[src/sv/mexp_pkg.sv]
`default_nettype none

package mexp_pkg;

    // Field widths
    localparam int BASE_W = 31;
    localparam int EXP_W  = 31;
    localparam int RES_W  = 30;

    // Default number of exponent bits examined
    localparam int EXP_BITS_DEF = 31;

    // Stream bus widths (fields rounded up to whole bytes)
    localparam int S_TDATA_W = 64;
    localparam int M_TDATA_W = 32;

    // Modulus and Barrett constant floor(2^60 / P)
    localparam logic [RES_W-1:0] PRIME_MOD = 30'd1000000007;
    localparam logic [63:0] MU_WIDE = (64'd1 << 60) / 64'(PRIME_MOD);
    localparam logic [30:0] BARRETT_MU = MU_WIDE[30:0];

    // Request into the shared multiply-reduce unit
    typedef struct packed {
        logic             start;
        logic [RES_W-1:0] a;
        logic [RES_W-1:0] b;
    } mm_req_t;

    // One compare-and-subtract step of the modulus
    function automatic logic [31:0] cond_sub(input logic [31:0] v);
        logic [31:0] p;
        p = {2'b00, PRIME_MOD};
        return (v >= p) ? (v - p) : v;
    endfunction

endpackage

`default_nettype wire

[src/sv/mexp_mulmod.sv]
`default_nettype none

// Multi-cycle a*b mod P with one 31x31 multiplier reused three times:
// product, Barrett quotient estimate, quotient times modulus. Two
// compare-subtract steps then close the Barrett error. Done is asserted
// in state S_FIX2, reached from the start through S_EST, S_QP, S_SUB and S_FIX1.
module mexp_mulmod (
    input  wire logic                     clk,
    input  wire logic                     rst_n,
    input  wire mexp_pkg::mm_req_t        req,
    output logic                          done,
    output logic [mexp_pkg::RES_W-1:0]    result
);
    import mexp_pkg::*;

    typedef enum logic [2:0] {
        S_IDLE,
        S_EST,
        S_QP,
        S_SUB,
        S_FIX1,
        S_FIX2
    } mm_state_t;

    mm_state_t   state_reg;
    logic [59:0] prod_reg;
    logic [61:0] mul_reg;
    logic [31:0] rem_reg;

    logic [30:0] op_a;
    logic [30:0] op_b;
    logic [61:0] mul_full;
    logic [31:0] rem_fix;

    // Operand select for the shared multiplier
    always_comb
    begin
        case (state_reg)
            S_EST:
            begin
                op_a = prod_reg[59:29];
                op_b = BARRETT_MU;
            end
            S_QP:
            begin
                op_a = mul_reg[61:31];
                op_b = {1'b0, PRIME_MOD};
            end
            default:
            begin
                op_a = {1'b0, req.a};
                op_b = {1'b0, req.b};
            end
        endcase
    end

    assign mul_full = op_a * op_b;
    assign rem_fix  = cond_sub(rem_reg);

    assign done   = (state_reg == S_FIX2);
    assign result = rem_fix[RES_W-1:0];

    // Sequencer
    always_ff @(posedge clk or negedge rst_n)
    begin
        if (!rst_n)
        begin
            state_reg <= S_IDLE;
        end
        else
        begin
            case (state_reg)
                S_IDLE:
                begin
                    if (req.start)
                    begin
                        prod_reg  <= mul_full[59:0];
                        state_reg <= S_EST;
                    end
                end
                S_EST:
                begin
                    mul_reg   <= mul_full;
                    state_reg <= S_QP;
                end
                S_QP:
                begin
                    mul_reg   <= mul_full;
                    state_reg <= S_SUB;
                end
                S_SUB:
                begin
                    // remainder is below 3P, so the low 32 bits are exact
                    rem_reg   <= prod_reg[31:0] - mul_reg[31:0];
                    state_reg <= S_FIX1;
                end
                S_FIX1:
                begin
                    rem_reg   <= rem_fix;
                    state_reg <= S_FIX2;
                end
                S_FIX2:
                begin
                    state_reg <= S_IDLE;
                end
                default:
                begin
                    state_reg <= S_IDLE;
                end
            endcase
        end
    end

endmodule

`default_nettype wire

[src/sv/modular_exponentiation_unit.sv]
`default_nettype none

// Computes base^exponent mod 1000000007 by right-to-left square and
// multiply on one shared multiply-reduce unit (a single 31x31 multiplier
// with Barrett reduction). One transaction is worked on at a time;
// s_tready is high only while the sequencer is idle. The time an item
// takes grows with the position of the highest set exponent bit and with
// the number of set bits; a zero exponent needs no modular product.
// Only the low min(EXP_BITS, EXP_W) exponent bits take part. The result
// sits in an output register, so a new transaction is taken while it waits.
module modular_exponentiation_unit #(
    parameter int EXP_BITS = mexp_pkg::EXP_BITS_DEF
) (
    input  wire logic                           clk,
    input  wire logic                           rst_n,
    input  wire logic                           s_tvalid,
    output logic                                s_tready,
    input  wire logic [mexp_pkg::S_TDATA_W-1:0] s_tdata,  // base_value[30:0], exponent[61:31]
    output logic                                m_tvalid,
    input  wire logic                           m_tready,
    output logic [mexp_pkg::M_TDATA_W-1:0]      m_tdata   // power_mod[29:0]
);
    import mexp_pkg::*;

    localparam int ROUNDS = (EXP_BITS < EXP_W) ? EXP_BITS : EXP_W;

    typedef enum logic [2:0] {
        ST_IDLE,
        ST_RED1,
        ST_RED2,
        ST_ROUND,
        ST_MUL,
        ST_SQ_GO,
        ST_SQR,
        ST_FINISH
    } top_state_t;

    top_state_t        state_reg;
    logic [BASE_W-1:0] base_reg;
    logic [ROUNDS-1:0] exp_reg;
    logic [RES_W-1:0]  acc_reg;
    logic [RES_W-1:0]  power_reg;
    logic [RES_W-1:0]  out_reg;
    logic              out_valid_reg;

    mm_req_t           mm_req;
    logic              mm_done;
    logic [RES_W-1:0]  mm_result;
    logic [31:0]       base_fix;
    logic              out_free;

    mexp_mulmod u_mulmod (
        .clk    (clk),
        .rst_n  (rst_n),
        .req    (mm_req),
        .done   (mm_done),
        .result (mm_result)
    );

    // Requests to the shared unit: multiply on a set bit (the square follows from ST_SQ_GO), square on a clear bit
    always_comb
    begin
        mm_req.start = 1'b0;
        mm_req.a     = power_reg;
        mm_req.b     = power_reg;
        case (state_reg)
            ST_ROUND:
            begin
                if (exp_reg != '0)
                begin
                    mm_req.start = 1'b1;
                    if (exp_reg[0])
                    begin
                        mm_req.a = acc_reg;
                    end
                end
            end
            ST_SQ_GO:
            begin
                mm_req.start = 1'b1;
            end
            default:
            begin
                mm_req.start = 1'b0;
            end
        endcase
    end

    assign base_fix = cond_sub({1'b0, base_reg});
    assign out_free = !out_valid_reg || m_tready;

    assign s_tready = (state_reg == ST_IDLE);
    assign m_tvalid = out_valid_reg;
    assign m_tdata  = {{(M_TDATA_W-RES_W){1'b0}}, out_reg};

    // Exponent sequencer and output register
    always_ff @(posedge clk or negedge rst_n)
    begin
        if (!rst_n)
        begin
            state_reg     <= ST_IDLE;
            out_valid_reg <= 1'b0;
        end
        else
        begin
            // a finishing item reloads the output register instead
            if (out_valid_reg && m_tready && state_reg != ST_FINISH)
            begin
                out_valid_reg <= 1'b0;
            end
            case (state_reg)
                ST_IDLE:
                begin
                    if (s_tvalid)
                    begin
                        base_reg  <= s_tdata[BASE_W-1:0];
                        exp_reg   <= s_tdata[BASE_W +: ROUNDS];
                        acc_reg   <= RES_W'(1);
                        state_reg <= ST_RED1;
                    end
                end
                ST_RED1:
                begin
                    base_reg  <= base_fix[BASE_W-1:0];
                    state_reg <= ST_RED2;
                end
                ST_RED2:
                begin
                    power_reg <= base_fix[RES_W-1:0];
                    state_reg <= ST_ROUND;
                end
                ST_ROUND:
                begin
                    // no set bits left: further squaring changes nothing
                    if (exp_reg == '0)
                    begin
                        state_reg <= ST_FINISH;
                    end
                    else if (exp_reg[0])
                    begin
                        state_reg <= ST_MUL;
                    end
                    else
                    begin
                        state_reg <= ST_SQR;
                    end
                end
                ST_MUL:
                begin
                    if (mm_done)
                    begin
                        acc_reg   <= mm_result;
                        state_reg <= ST_SQ_GO;
                    end
                end
                ST_SQ_GO:
                begin
                    state_reg <= ST_SQR;
                end
                ST_SQR:
                begin
                    if (mm_done)
                    begin
                        power_reg <= mm_result;
                        exp_reg   <= exp_reg >> 1;
                        state_reg <= ST_ROUND;
                    end
                end
                ST_FINISH:
                begin
                    if (out_free)
                    begin
                        out_reg       <= acc_reg;
                        out_valid_reg <= 1'b1;
                        state_reg     <= ST_IDLE;
                    end
                end
                default:
                begin
                    state_reg <= ST_IDLE;
                end
            endcase
        end
    end

    // Checks
    a_done_in_wait: assert property (@(posedge clk) disable iff (!rst_n)
        mm_done |-> (state_reg == ST_MUL || state_reg == ST_SQR))
        else $error("multiply-reduce done outside a wait state");

    a_operands_reduced: assert property (@(posedge clk) disable iff (!rst_n)
        (state_reg == ST_ROUND) |-> (acc_reg < PRIME_MOD && power_reg < PRIME_MOD))
        else $error("operand not reduced modulo the prime");

    a_result_range: assert property (@(posedge clk) disable iff (!rst_n)
        m_tvalid |-> (m_tdata[RES_W-1:0] < PRIME_MOD))
        else $error("result out of range");

    a_busy_after_accept: assert property (@(posedge clk) disable iff (!rst_n)
        (s_tvalid && s_tready) |=> !s_tready)
        else $error("input taken again right after a transaction");

endmodule

`default_nettype wire
[config.mk]
export PLATFORM = sky130hd
export DESIGN_NAME = modular_exponentiation_unit
export DESIGN_NICKNAME = d
export VERILOG_FILES = /design/src/sv/mexp_pkg.sv /design/src/sv/mexp_mulmod.sv /design/src/sv/modular_exponentiation_unit.sv
export SDC_FILE = /design/constraint.sdc
export NUM_CORES = 2
export LEC_CHECK = 0
export BUFFER_PORTS_ARGS = -buffer_cell sky130_fd_sc_hd__buf_2
export CAP_MARGIN = 5
export CORE_MARGIN = 4
export CORE_UTILIZATION = 65
export CTS_CLUSTER_SIZE = 24
export DETAILED_ROUTE_END_ITERATION = 10
export HOLD_SLACK_MARGIN = 0.12
export PLACE_DENSITY_LB_ADDON = 0.08
export SYNTH_ARGS = -nofsm -noshare
export SYNTH_HDL_FRONTEND = slang
export SYNTH_HIERARCHICAL = 1
export SYNTH_SLANG_ARGS = --single-unit
[constraint.sdc]
create_clock -name clk -period 16.5 [get_ports clk]
set_input_delay 0.825 -clock clk [delete_from_list [all_inputs] [get_ports clk]]
set_output_delay 0.825 -clock clk [all_outputs]
set_load 0.02 [all_outputs]
==> out/qor.csv <==
stage;metric;value;unit
layout;final_cell_area;0.0482;mm^2
drt;drt-wirelength-per-cell;26.1;um
timing;fin_crit;11.53;ns
setup_path;crit_top_cell;fa_1;
global_routing;grtUsageTotal;0.414;
timing;max_slew_margin;0.0694;
min_path;min_path_type;input pin to asynchronous set/reset pin;
placed_design;placedCellCount;5702;
layout;area_growth;5.99;%
pwr;p_sw;387;uW
timing;tightest_slew;1.40;ns
clocking;holdBufCountCts;0;
drt;dr.pass1.iters;8;
layout;num_antenna_cells;0;
clocking;cts-root-buf;clkbuf_16;
setup_path;worstSetupPathType;flip-flop to flip-flop;
setup_path;cp.arrival;11.93;ns
clocking;worstSkewPairLatency;0.60;ns
layout;nets;5997;
placed_design;portBuffers;97;
clocking;clock_sinks;313;
yosys;async_reset_ff_frac;0.0224;
setup_path;worstSetupStartpointType;flip-flop;
timing;finalHoldViolCount;0;
yosys;avgSynthCellArea;9.52;um^2
pwr;internal-power;1.32;mW
drt;routed_wl;150;mm
timing;rsz0062_at_grt;false;
setup_path;r2r_start;state_reg[2];
clocking;cts_tree;built;
yosys;synth-seq-cells;313;
setup_path;end_kind;flip-flop;
clocking;htreeDepth;1;
global_routing;overflow;0;
yosys;netlist-cell-type-count;88;
flow_run;max_cap_violations;0;
drt;antenna_left;0;
clocking;cts_made_buffers;30;
yosys;synthFlopType;edfxtp_1;
clocking;post-cts-setup-buffer-count;0;
clocking;clk_pin_slew;0.06;ns
timing;min_period_over_period;0.699;
floorplanning;dieArea;0.0743;mm^2
timing;timing.fmax;86.8;MHz
timing;finClkSkew;0.0112;ns
pwr;p_per_area;35.4;mW/mm^2
placed_design;placed_area;0.0472;mm^2
setup_path;required;16.91;ns
yosys;synth_cells;4780;
setup_path;crit_path_max_incr_delay;1.04;ns
yosys;yosysWarnings;6;
setup_path;crit_slowest_cell;a22oi_1;
clocking;clk_path_buf_depth;3;
pwr;p_seq_frac;0.508;
layout;drive_gt1_frac;0.0707;
pwr;ir_drop;0.0800;mV
pwr;p_leak;23.1;nW
floorplanning;initial_core_util;0.660;
drt;via_per_inst;6.15;
global_routing;grt_pass1_wl;227;mm
setup_path;cp-startpoint;state_reg[2];
layout;fin_cells;5757;
global_routing;grt_max_degree;64;
drt;initialDrtViolationCount;4386;
pwr;pwr-share-comb;0.061;
setup_path;cpLargestDelayFamily;adder cells;
setup_path;cp_max_fo;48;
placed_design;hpwl;120;mm
placed_design;place.gp.congestion;1.05;
drt;dr_total_vias;35400;
pwr;p_clk_frac;0.431;
floorplanning;ios;102;
floorplanning;core_area;0.0689;mm^2
timing;setup_viol;0;
yosys;synth_edf_count;306;
timing;slew_violations;0;
floorplanning;core.rowCount;96;
floorplanning;die_h;273;um
yosys;syn_area;0.0455;mm^2
setup_path;path_buf_inv;5;
pwr;switching_share;0.227;
drt;route.detailed.drc;0;
clocking;cts.repair.resized;0;
global_routing;antenna_found_initial;3;
layout;largest_reg_flops;62;
yosys;yosysSeqAreaShare;0.206;
timing;final.setup.tns;0;ns
floorplanning;die_w;273;um
global_routing;grt_pass1_vias;36100;
outcome;status;completed;
path summary, 6_finish.rpt:
kind                       slack [ns]               endpoint  cells after the start
max reg2reg                      4.97   u_mulmod/mul_reg[60]                     28
min                              0.13               m_tvalid                      1
min reg2reg                      0.47             out_reg[6]                      0
min in group clk                 0.47             out_reg[6]                      0
max in group asynchronous       16.11  u_mulmod/state_reg[0]                      1
max                              4.97   u_mulmod/mul_reg[60]                     28
power groups by stage:
stage	clock network (mW)	registers (mW)	logic, mW
4_1_cts	0.739	0.868	0.100
3_3_place_gp	0	0.885	0.0978
2_1_floorplan	0	0.885	0.0590
3_5_place_dp	0	0.885	0.0992
5_1_grt	0.774	0.867	0.112
6_report	0.736	0.868	0.104
metrics by stage:
| stage | util | hold WS, ns | power [mW] | setup WS [ns] |
|---|---|---|---|---|
| finish | 0.699 | 0.134 | 1.71 | 4.97 |
| global route | 0.699 | 0.132 | 1.75 | 4.73 |
| CTS | 0.699 | 0.121 | 1.71 | 5.56 |
| detailed placement | 0.684 | 0.464 | 0.984 | 5.60 |
| global placement | 0.684 | 0.467 | 0.983 | 5.58 |
| floorplan | - | 0.422 | 0.944 | 7.69 |
cells in the final DEF, fill, tap and decap left out, types with 11 or more instances in the layout:
master | Yosys | layout
a211oi_1 | 14 | 14
a21o_1 | 52 | 52
a21oi_1 | 156 | 153
a22o_1 | 32 | 32
a22oi_1 | 28 | 28
a31oi_1 | 19 | 19
and2_1 | 37 | 36
and3_1 | 51 | 51
buf_2 | 18 | 97
buf_4 | 2 | 101
clkbuf_16 | 0 | 30
edfxtp_1 | 306 | 306
fa_1 | 838 | 838
ha_1 | 288 | 288
inv_1 | 822 | 822
mux2_2 | 35 | 35
nand2_1 | 668 | 667
nand2b_1 | 33 | 33
nand3_1 | 42 | 42
nand4_1 | 18 | 18
nor2_1 | 638 | 625
nor2_2 | 0 | 11
nor2b_1 | 13 | 13
nor3_1 | 29 | 28
o21a_1 | 12 | 12
o21ai_0 | 95 | 90
o21ai_1 | 31 | 28
o31ai_1 | 11 | 11
or3_1 | 13 | 13
xnor2_1 | 80 | 80
xor2_1 | 63 | 63
cell type report:
cell class | instances | area [um^2]
flip-flops and latches | 313 | 9360
clock inverters | 17 | 210
inverters | 823 | 3090
fillers | 5535 | 20700
multi-input cells | 3437 | 32300
repair buffers | 198 | 1240
clock buffers | 38 | 821
well taps | 931 | 1160
synth_stat cells, types with 33 or more instances:
cell type  number  area share
and2_1         37      0.0051
and3_1         51      0.0070
edfxtp_1      306        0.20
nand2_1       668       0.055
inv_1         822       0.068
mux2_2         35      0.0087
clkbuf_1      177       0.015
a21o_1         52      0.0086
nand3_1        42      0.0046
xor2_1         63       0.012
nor2_1        638       0.053
fa_1          838        0.37
a21oi_1       156       0.017
xnor2_1        80       0.015
o21ai_0        95       0.010
ha_1          288       0.079
nand2b_1       33      0.0045
cells by family (layout without fill, tap and decap cells):
family          Yosys count  count (layout)  synth area share
simple gates           1594            1594             0.148
fa+ha+maj              1126            1126             0.448
buf+inv                1035            1076            0.0866
compound gates          528             528            0.0748
flops                   313             313             0.206
xor+xnor                143             143            0.0275
mux                      38              38           0.00933
other cells               3               8          0.000248
per-layer routing:
| layer | global-route usage | part of all wire | vias to the layer above |
|---|---|---|---|
| li1 | - | - | 15000 |
| met5 | 0.0112 | 0.00092 | - |
| met1 | 0.549 | 0.36 | 17600 |
| met2 | 0.616 | 0.43 | 2232 |
| met4 | 0.221 | 0.075 | 4 |
| met3 | 0.129 | 0.13 | 563 |
No activity file was read; power rests on OpenSTA's default activity.
